[src/hdl/rdat_pkg.sv]
package rdat_pkg;

  localparam int TABLE_DEPTH_DEF = 16;
  localparam int ACK_QUEUE_DEPTH_DEF = 16;
  localparam int MAX_RESULTS = 16;
  localparam logic [31:0] TIMEOUT_RESET = 32'd1000;

  localparam logic [2:0] MODE_SEND  = 3'd0;
  localparam logic [2:0] MODE_DATA  = 3'd1;
  localparam logic [2:0] MODE_ACK   = 3'd2;
  localparam logic [2:0] MODE_TICK  = 3'd3;
  localparam logic [2:0] MODE_DRAIN = 3'd4;
  localparam logic [2:0] MODE_CLEAR = 3'd5;

  localparam logic [2:0] KIND_ASSIGNED  = 3'd0;
  localparam logic [2:0] KIND_DATA_OK   = 3'd1;
  localparam logic [2:0] KIND_DATA_REJ  = 3'd2;
  localparam logic [2:0] KIND_SUCCESS   = 3'd3;
  localparam logic [2:0] KIND_UNMATCHED = 3'd4;
  localparam logic [2:0] KIND_TIMEOUT   = 3'd5;
  localparam logic [2:0] KIND_ACK_OUT   = 3'd6;
  localparam logic [2:0] KIND_FULL      = 3'd7;

  typedef struct packed {
    logic start;
    logic scan_step;
    logic emit;
    logic finish;
  } ctl_cmd_t;

  typedef struct packed {
    logic scan_done;
    logic hit;
    logic out_busy;
  } ctl_sts_t;

endpackage

[src/hdl/rdat_ctrl.sv]
module rdat_ctrl (
  input  logic                clk,
  input  logic                rst,
  input  logic                in_valid,
  output logic                in_ready,
  input  rdat_pkg::ctl_sts_t  sts,
  output rdat_pkg::ctl_cmd_t  cmd
);

  localparam logic [1:0] S_IDLE = 2'd0;
  localparam logic [1:0] S_SCAN = 2'd1;
  localparam logic [1:0] S_EMIT = 2'd2;

  logic [1:0] state;
  logic [1:0] state_next;

  always_comb begin
    state_next = state;
    cmd = '0;
    in_ready = 1'b0;
    case (state)
      S_IDLE: begin
        in_ready = 1'b1;
        if (in_valid) begin
          cmd.start = 1'b1;
          state_next = S_SCAN;
        end
      end
      S_SCAN: begin
        if (sts.scan_done) begin
          if (!sts.out_busy) begin
            cmd.finish = 1'b1;
            state_next = S_IDLE;
          end
        end else if (sts.hit) begin
          state_next = S_EMIT;
        end else begin
          cmd.scan_step = 1'b1;
        end
      end
      S_EMIT: begin
        if (!sts.out_busy) begin
          cmd.emit = 1'b1;
          cmd.scan_step = 1'b1;
          state_next = S_SCAN;
        end
      end
      default: state_next = S_IDLE;
    endcase
  end

  always_ff @(posedge clk) begin
    if (rst) begin
      state <= S_IDLE;
    end else begin
      state <= state_next;
    end
  end

endmodule

[src/hdl/rdat_dpath.sv]
module rdat_dpath #(
  parameter int TABLE_DEPTH = rdat_pkg::TABLE_DEPTH_DEF,
  parameter int ACK_QUEUE_DEPTH = rdat_pkg::ACK_QUEUE_DEPTH_DEF
) (
  input  logic               clk,
  input  logic               rst,
  input  rdat_pkg::ctl_cmd_t cmd,
  output rdat_pkg::ctl_sts_t sts,
  input  logic               cfg_valid,
  input  logic [31:0]        cfg_data,
  input  logic [2:0]         mode,
  input  logic [31:0]        seq_number,
  input  logic               wants_notify,
  input  logic               last_in_list,
  output logic               out_valid,
  input  logic               out_ready,
  output logic [2:0]         kind,
  output logic [31:0]        seq_out,
  output logic               notify,
  output logic               acks_waiting,
  output logic [4:0]         ack_total,
  output logic               end_of_list,
  output logic               last
);

  localparam int TW = $clog2(TABLE_DEPTH);
  localparam int QW = $clog2(ACK_QUEUE_DEPTH);
  localparam int CW = $clog2(ACK_QUEUE_DEPTH + 1);
  localparam int IW0 = (TW > CW) ? TW : CW;
  localparam int IW = (IW0 > 5) ? IW0 + 1 : 6;

  logic [31:0] timeout_ticks, next_out_seq, expected_in_seq, current_time;
  logic [TABLE_DEPTH-1:0] pvalid;
  logic [31:0] pseq [TABLE_DEPTH];
  logic [31:0] ptime [TABLE_DEPTH];
  logic        pnot [TABLE_DEPTH];
  logic [31:0] aq [ACK_QUEUE_DEPTH];
  logic [QW-1:0] head;
  logic [CW-1:0] count;

  logic [2:0]  r_mode;
  logic [31:0] r_seq;
  logic        r_wn, r_lil, r_found;
  logic [IW-1:0] idx;
  logic [4:0]  nres, take;

  logic [TW-1:0] ti;
  logic [QW-1:0] qi;
  logic          ent_hit, end_scan;
  logic [2:0]    e_kind;
  logic [31:0]   e_seq;
  logic          e_not, e_last;
  logic [CW-1:0] cnt_after;

  // queue pointer wrap for any depth
  function automatic logic [QW-1:0] qwrap(input logic [QW:0] v);
    if (v >= (QW+1)'(ACK_QUEUE_DEPTH)) return QW'(v - (QW+1)'(ACK_QUEUE_DEPTH));
    return QW'(v);
  endfunction

  assign ti = idx[TW-1:0];
  assign qi = qwrap({1'b0, head} + (QW+1)'(idx));

  always_comb begin
    ent_hit = 1'b0;
    end_scan = 1'b0;
    e_kind = rdat_pkg::KIND_ASSIGNED;
    e_seq = r_seq;
    e_not = 1'b0;
    e_last = 1'b0;
    cnt_after = count;
    case (r_mode)
      rdat_pkg::MODE_SEND: begin
        if (idx == IW'(TABLE_DEPTH)) begin
          ent_hit = 1'b1; e_kind = rdat_pkg::KIND_FULL;
          e_seq = next_out_seq; e_not = r_wn; e_last = 1'b1;
        end else if (!pvalid[ti]) begin
          ent_hit = 1'b1; e_kind = rdat_pkg::KIND_ASSIGNED;
          e_seq = next_out_seq; e_not = r_wn; e_last = 1'b1;
        end
        end_scan = r_found;
      end
      rdat_pkg::MODE_DATA: begin
        ent_hit = !r_found;
        end_scan = r_found;
        e_last = 1'b1;
        if (r_seq == expected_in_seq && count < CW'(ACK_QUEUE_DEPTH)) begin
          e_kind = rdat_pkg::KIND_DATA_OK;
          cnt_after = count + CW'(1);
        end else begin
          e_kind = rdat_pkg::KIND_DATA_REJ;
        end
      end
      rdat_pkg::MODE_ACK: begin
        end_scan = r_found;
        e_last = 1'b1;
        if (idx == IW'(TABLE_DEPTH)) begin
          ent_hit = 1'b1; e_kind = rdat_pkg::KIND_UNMATCHED;
        end else if (pvalid[ti] && pseq[ti] == r_seq) begin
          ent_hit = 1'b1; e_kind = rdat_pkg::KIND_SUCCESS; e_not = pnot[ti];
        end
      end
      rdat_pkg::MODE_TICK: begin
        end_scan = (idx == IW'(TABLE_DEPTH)) || nres == 5'(rdat_pkg::MAX_RESULTS);
        if (!end_scan && pvalid[ti] && (current_time - ptime[ti]) >= timeout_ticks) begin
          ent_hit = 1'b1; e_kind = rdat_pkg::KIND_TIMEOUT;
          e_seq = pseq[ti]; e_not = pnot[ti];
        end
      end
      rdat_pkg::MODE_DRAIN: begin
        end_scan = idx[4:0] == take || idx >= IW'(count);
        if (!end_scan) begin
          ent_hit = 1'b1; e_kind = rdat_pkg::KIND_ACK_OUT; e_seq = aq[qi];
          e_last = idx[4:0] + 5'd1 == take;
          cnt_after = count - CW'(take);
        end
      end
      default: end_scan = 1'b1;
    endcase
  end

  assign sts.hit = ent_hit;
  assign sts.scan_done = end_scan;
  assign sts.out_busy = out_valid && !out_ready;

  always_ff @(posedge clk) begin
    if (rst) begin
      timeout_ticks <= rdat_pkg::TIMEOUT_RESET;
      next_out_seq <= '0;
      expected_in_seq <= '0;
      current_time <= '0;
      pvalid <= '0;
      head <= '0;
      count <= '0;
      out_valid <= 1'b0;
      r_found <= 1'b0;
      idx <= '0;
      nres <= '0;
    end else begin
      if (cfg_valid) timeout_ticks <= cfg_data;
      if (cmd.start) begin
        r_mode <= mode; r_seq <= seq_number; r_wn <= wants_notify;
        r_lil <= last_in_list; r_found <= 1'b0; idx <= '0; nres <= '0;
        take <= (int'(count) > rdat_pkg::MAX_RESULTS) ?
                5'(rdat_pkg::MAX_RESULTS) : 5'(count);
        if (mode == rdat_pkg::MODE_TICK) current_time <= current_time + 32'd1;
        if (mode == rdat_pkg::MODE_CLEAR) begin
          pvalid <= '0; count <= '0; head <= '0;
        end
      end
      if (cmd.scan_step) idx <= idx + IW'(1);
      if (cmd.emit) begin
        out_valid <= 1'b1;
        kind <= e_kind; seq_out <= e_seq; notify <= e_not;
        ack_total <= (e_kind == rdat_pkg::KIND_ACK_OUT) ? take : 5'd0;
        end_of_list <= (e_kind == rdat_pkg::KIND_SUCCESS ||
                        e_kind == rdat_pkg::KIND_UNMATCHED) ? r_lil : 1'b0;
        acks_waiting <= cnt_after != '0;
        last <= e_last;
        nres <= nres + 5'd1;
        if (r_mode != rdat_pkg::MODE_TICK && r_mode != rdat_pkg::MODE_DRAIN)
          r_found <= 1'b1;
        case (e_kind)
          rdat_pkg::KIND_ASSIGNED: begin
            pvalid[ti] <= 1'b1; pseq[ti] <= next_out_seq;
            ptime[ti] <= current_time; pnot[ti] <= r_wn;
            next_out_seq <= next_out_seq + 32'd1;
          end
          rdat_pkg::KIND_DATA_OK: begin
            aq[qwrap({1'b0, head} + (QW+1)'(count))] <= r_seq;
            count <= cnt_after;
            expected_in_seq <= expected_in_seq + 32'd1;
          end
          rdat_pkg::KIND_SUCCESS, rdat_pkg::KIND_TIMEOUT: pvalid[ti] <= 1'b0;
          rdat_pkg::KIND_ACK_OUT: if (e_last) begin
            count <= cnt_after; head <= qwrap({1'b0, head} + (QW+1)'(take));
          end
          default: ;
        endcase
      end else if (out_valid && out_ready) begin
        out_valid <= 1'b0;
      end
    end
  end

endmodule

[src/hdl/reliable_delivery_ack_tracker.sv]
// channel | valid    | ready    | payload
// in      | in_valid | in_ready | mode, seq_number, wants_notify, last_in_list
// out     | out_valid| out_ready| kind, seq_out, notify, acks_waiting, ack_total,
//         |          |          | end_of_list, last
// cfg     | cfg_valid| cfg_ready| cfg_data (timeout_ticks)
// An item is handled by a single-entry scan that steps over entries without a result
// and stops on each result word until it is emitted: send, data and ack give one word,
// a tick gives up to sixteen timeouts and a drain up to sixteen queued acks.
// Tick results are held back one word so last marks the final timeout word.
// rst is synchronous: table, queue, counters cleared, timeout back to 1000.
// A stalled output holds back result words; in_ready stays low until the scan ends.
module reliable_delivery_ack_tracker #(
  parameter int TABLE_DEPTH = rdat_pkg::TABLE_DEPTH_DEF,
  parameter int ACK_QUEUE_DEPTH = rdat_pkg::ACK_QUEUE_DEPTH_DEF
) (
  input  logic        clk,
  input  logic        rst,
  input  logic        in_valid,
  output logic        in_ready,
  input  logic [2:0]  mode,
  input  logic [31:0] seq_number,
  input  logic        wants_notify,
  input  logic        last_in_list,
  input  logic        cfg_valid,
  output logic        cfg_ready,
  input  logic [31:0] cfg_data,
  output logic        out_valid,
  input  logic        out_ready,
  output logic [2:0]  kind,
  output logic [31:0] seq_out,
  output logic        notify,
  output logic        acks_waiting,
  output logic [4:0]  ack_total,
  output logic        end_of_list,
  output logic        last
);

  rdat_pkg::ctl_cmd_t cmd;
  rdat_pkg::ctl_sts_t sts;
  logic               dp_valid, dp_ready;
  logic [2:0]         dp_kind;
  logic [31:0]        dp_seq;
  logic               dp_not, dp_aw, dp_eol, dp_last;
  logic [4:0]         dp_tot;
  logic               hold_tick;

  assign cfg_ready = 1'b1;

  rdat_ctrl u_ctrl (
    .clk(clk), .rst(rst), .in_valid(in_valid), .in_ready(in_ready),
    .sts(sts), .cmd(cmd)
  );

  rdat_dpath #(.TABLE_DEPTH(TABLE_DEPTH), .ACK_QUEUE_DEPTH(ACK_QUEUE_DEPTH)) u_dp (
    .clk(clk), .rst(rst), .cmd(cmd), .sts(sts),
    .cfg_valid(cfg_valid), .cfg_data(cfg_data),
    .mode(mode), .seq_number(seq_number), .wants_notify(wants_notify),
    .last_in_list(last_in_list),
    .out_valid(dp_valid), .out_ready(dp_ready),
    .kind(dp_kind), .seq_out(dp_seq), .notify(dp_not), .acks_waiting(dp_aw),
    .ack_total(dp_tot), .end_of_list(dp_eol), .last(dp_last)
  );

  // one-word holding stage: a timeout word waits until the next one or the scan end
  assign hold_tick = dp_valid && dp_kind == rdat_pkg::KIND_TIMEOUT && !dp_last
                     && !sts.scan_done && !sts.hit;
  assign dp_ready = !out_valid && !hold_tick;

  always_ff @(posedge clk) begin
    if (rst) begin
      out_valid <= 1'b0;
    end else begin
      if (dp_valid && dp_ready) begin
        out_valid <= 1'b1;
        kind <= dp_kind; seq_out <= dp_seq; notify <= dp_not;
        acks_waiting <= dp_aw; ack_total <= dp_tot; end_of_list <= dp_eol;
        last <= dp_last || (dp_kind == rdat_pkg::KIND_TIMEOUT && cmd.finish);
      end else if (out_valid && out_ready) begin
        out_valid <= 1'b0;
      end
    end
  end

  a_last_ok: assert property (@(posedge clk) disable iff (rst)
    out_valid && (kind == rdat_pkg::KIND_ASSIGNED || kind == rdat_pkg::KIND_FULL ||
    kind == rdat_pkg::KIND_DATA_OK || kind == rdat_pkg::KIND_DATA_REJ) |-> last)
    else $error("single-result kind without last");
  a_eol: assert property (@(posedge clk) disable iff (rst)
    out_valid && end_of_list |-> (kind == rdat_pkg::KIND_SUCCESS ||
    kind == rdat_pkg::KIND_UNMATCHED))
    else $error("end_of_list on wrong kind");
  a_total: assert property (@(posedge clk) disable iff (rst)
    out_valid && kind != rdat_pkg::KIND_ACK_OUT |-> ack_total == 5'd0)
    else $error("ack_total outside drain");

endmodule
[config.mk]
export PLATFORM = sky130hd
export DESIGN_NAME = reliable_delivery_ack_tracker
export DESIGN_NICKNAME = d
export VERILOG_FILES = /design/src/hdl/rdat_pkg.sv /design/src/hdl/rdat_ctrl.sv /design/src/hdl/rdat_dpath.sv /design/src/hdl/reliable_delivery_ack_tracker.sv
export SDC_FILE = /design/constraint.sdc
export NUM_CORES = 2
export LEC_CHECK = 0
export BUFFER_PORTS_ARGS = -buffer_cell sky130_fd_sc_hd__buf_2
export CORE_MARGIN = 3
export CORE_UTILIZATION = 45
export DETAILED_ROUTE_END_ITERATION = 7
export PLACE_DENSITY = 0.63
export SLEW_MARGIN = 20
export SYNTH_ARGS = -nofsm -noshare
export SYNTH_HDL_FRONTEND = slang
export SYNTH_HIERARCHICAL = 1
export SYNTH_SLANG_ARGS = --single-unit
[constraint.sdc]
create_clock -name clk -period 17.67 [get_ports clk]
set_clock_uncertainty 0.2 [all_clocks]
set_input_delay 0.8835 -clock clk [delete_from_list [all_inputs] [get_ports clk]]
set_output_delay 0.8835 -clock clk [all_outputs]
set_load 0.02 [all_outputs]
==> key figures <==
STA
  – Final setup viols: 0
  – Part of the cycle the worst path needs: 73.7%
  – Fin crit period: 13030 ps
  – Fin. Hold Viols: 0
  – Worst-Margin Slew: 1170 ps
  – Fmax achieved: 0.0767 GHz
  – Fin Setup TNS: 0 ps
  – Worst hold slack: 69.9 ps
  – Slew Limit Headroom: 22.2%
  – RSZ-0062 raised after global routing: no
  – Slew Viols, Final: 0

Layout
  – Final Instance Count excl. Fillers: 6909
  – P&R area growth vs syn: 13.1%
  – Final Net Count: 4716
  – Finished Cell Area: 86700 µm²
  – Share of cells above drive strength 1: 22.0%
  – Top flop regs: u_dp/aq x512, u_dp/pseq x512, u_dp/ptime x512

Floorplanning
  – # rows: 150
  – Die ar.: 175000 µm²
  – Die height: 419 µm
  – Starting density of the core: 45.6%
  – Ports: 121
  – Core Region: 168000 µm²
  – Die W: 419 µm

Worst setup path
  – Reg2Reg Setup Slack: 4640 ps
  – Crit path capture type: flip-flop
  – Data arrival, critical path: 13310 ps
  – Worst reg-to-reg path cell count: 36
  – WP buf/inv: 6
  – Startpoint types: flip-flop
  – Reg-to-Reg End: u_dp/aq[8][23]$_DFFE_PP_
  – Slowest stage delay, CP: 790 ps
  – Worst-path fanout max: 96
  – Data required, critical path: 17950 ps
  – CP max-delay cell: nor3_2
  – Top delay family on crit path: simple AND/OR/NAND/NOR gates
  – CP Class: flip-flop to flip-flop

Synth
  – Synth Area in XOR/XNOR: 1.98%
  – Syn Inst Count: 4307
  – Adder-cell area share of the yosys netlist: 1.73%
  – Synth Register Bits: 1855
  – Post-synth cell types: 91
  – Syn avg cell area: 17.8 µm²
  – Seq/Total Area, Yosys: 70.4%
  – Primary FF master, synth: edfxtp_1
  – Yosys top cell area share: 65.9%
  – Post-synthesis mux area share: 15.2%
  – Dominant cell by count in the synthesized netlist: edfxtp_1
  – Commonest cells post-synth: edfxtp_1, mux4_2, nor2_1, mux2i_1, dfxtp_1
  – Synth Net Count: 4484
  – Async set or reset register ratio after synthesis: 0%
  – Synth area leader: edfxtp_1
  – Largest family of logic cells by synthesized area: multiplexers
  – Mapped Area: 76600 µm²
  – Main area contributors after synthesis: edfxtp_1, mux4_2, dfxtp_1
  – Synth Area in Compound Gates: 4.12%
  – Warnings from Yosys: 6
  – Number of flops mapped to enable cells by yosys: 1682
  – Synth Area in Simple Gates: 4.62%

Flow run
  – Maxcap violations: 0

Hold path
  – Hold Path Depth: 3
  – Hold_sp: cfg_data[7]
  – WHS Endpoint: u_dp/timeout_ticks[7]$_SDFFE_PP1P_
  – HP Class: primary input to flip-flop

Place
  – DP Wirelength: 120000 µm
  – Post-Place Cells: 6516
  – Buffers on Ports: 119
  – RD Place Congestion: 0.881
  – DP Area: 80100 µm²

CTS
  – Clock-pin slew on the worst setup and hold paths: 60 ps
  – CTS Root Cell: clkbuf_16
  – Post-CTS Resized: 0
  – Clk sink count: 1855
  – H-tree depth: 4
  – Clock latency at the later pin of the worst-skew pair: 840 ps
  – Post-CTS Setup Repair Bufs: 0
  – CTS Buf Count: 187
  – Clock Tree Buf Depth: 3
  – CTS tree: built

Power and ir drop
  – P_sw: 0.00211 W
  – Total internal power: 0.00728 W
  – Net Sw Frac: 22.5%
  – Final Power: 0.00940 W
  – Pleak: 28.5 nW
  – Clock share of power: 41.7%
  – Combinational power share: 6.8%
  – Register share of total power: 51.4%
  – Maximum VDD drop: 0.0973 mV
  – Pwr Density: 108 nW/µm²

Routing
  – Via density: 5.96
  – Remaining DRCs: 0
  – WL final: 198000 µm
  – DRT Pass-1 Iters: 7
  – Number of nets with antenna violations after routing: 0
  – Post-DR wirelength/cell: 28.7 µm
  – Starting DRC count in detailed routing: 4310
  – Via Count: 41200

GRT
  – Largest net degree at the start of global routing: 97
  – Initial antenna violation count: 2
  – Vias in the first global route: 41200
  – All-layer global routing usage: 22.6%
  – First-pass GRT wire length: 288000 µm
  – Gr ovfl total: 0

Run status
  – Status: finished clean
-- worst register-to-register path: cells and delay by family, from the launching register on --
family / cells / cell delay (ps)
simple gates: 16 / 4130
fa+ha+maj: 2 / 580
buf+inv: 6 / 2560
compound gates: 9 / 2950
xor+xnor: 1 / 170
mux: 2 / 1280
flops: 1 / 780
-- cells by family (layout without fill, tap and decap cells) --
kind of cell,after synthesis,after routing
AO/OA/AOI/OAI,463,463
adder cells (fa/ha/maj),103,103
other,1,4
multiplexers,659,659
XOR/XNOR,173,173
buffers and inverters,341,736
flip-flops,1855,1855
AND/OR/NAND/NOR,712,712
-- worst max-delay path by stage --
stage | start | end | slack [ps] | cells after the start
2_1_floorplan | flip-flop | u_dp/pnot[3]$_DFFE_PP_ | 3980 | 39
3_3_place_gp | flip-flop | u_dp/ptime[0][26]$_DFFE_PP_ | 4780 | 33
3_5_place_dp | flip-flop | u_dp/ptime[0][24]$_DFFE_PP_ | 4640 | 33
4_1_cts | flip-flop | u_dp/aq[8][15]$_DFFE_PP_ | 4560 | 36
5_1_grt | flip-flop | u_dp/aq[8][25]$_DFFE_PP_ | 3630 | 36
6_report | flip-flop | u_dp/aq[8][23]$_DFFE_PP_ | 4640 | 36
-- per-layer routing --
layer / up-vias / track usage (%) / share of wire [%]
li1: 17700 / - / -
met1: 21500 / 30.6 / 41
met2: 1585 / 37.3 / 49
met3: 388 / 3.09 / 5.9
met4: 0 / 9.21 / 4.0
met5: - / 0 / 0
-- placed cells by master (no fill, tap or decap), drive strengths merged, types with 81 or more instances in the layout --
cell,synthesis,final
inv,118,127
mux4,397,397
o21ai,88,88
dfxtp,173,173
clkinv,3,81
nand2,160,160
xnor2,106,106
nor2,200,200
mux2i,191,191
buf,90,229
edfxtp,1682,1682
a21oi,108,108
ha,98,98
clkbuf,130,244
-- timing repair --
| item | CTS | global route |
|---|---|---|
| endpoints found under the setup margin | 0 | 0 |
| hold endpoints to repair | 34 | 0 |
| hold buffers | 34 | 0 |
-- through the flow --
stage / setup WS, ps / util [%]
4_1_cts: 4560 / 51.5
3_5_place_dp: 4640 / 47.6
2_1_floorplan: 3980 / -
5_1_grt: 3630 / 51.5
6_report: 4640 / 51.5
3_3_place_gp: 4780 / 47.6
-- power by group through the flow --
stage	clock network, W	registers, W	logic (W)
detailed placement	0	0.00493	0.000638
finish	0.00392	0.00483	0.000642
global route	0.00417	0.00484	0.000688
CTS	0.00400	0.00483	0.000647
floorplan	0	0.00493	0.000411
global placement	0	0.00493	0.000632
-- cell type report --
| type | count | area, µm² |
|---|---|---|
| repair buffers | 263 | 1830 |
| clock buffers | 244 | 5050 |
| well taps | 2204 | 2760 |
| multi-input cells | 2111 | 21500 |
| fillers | 13500 | 81500 |
| flip-flops and latches | 1855 | 54000 |
| inverters | 121 | 458 |
| diodes | 3 | 7.51 |
| clock inverters | 108 | 1080 |
No activity file was read; power rests on OpenSTA's default activity.
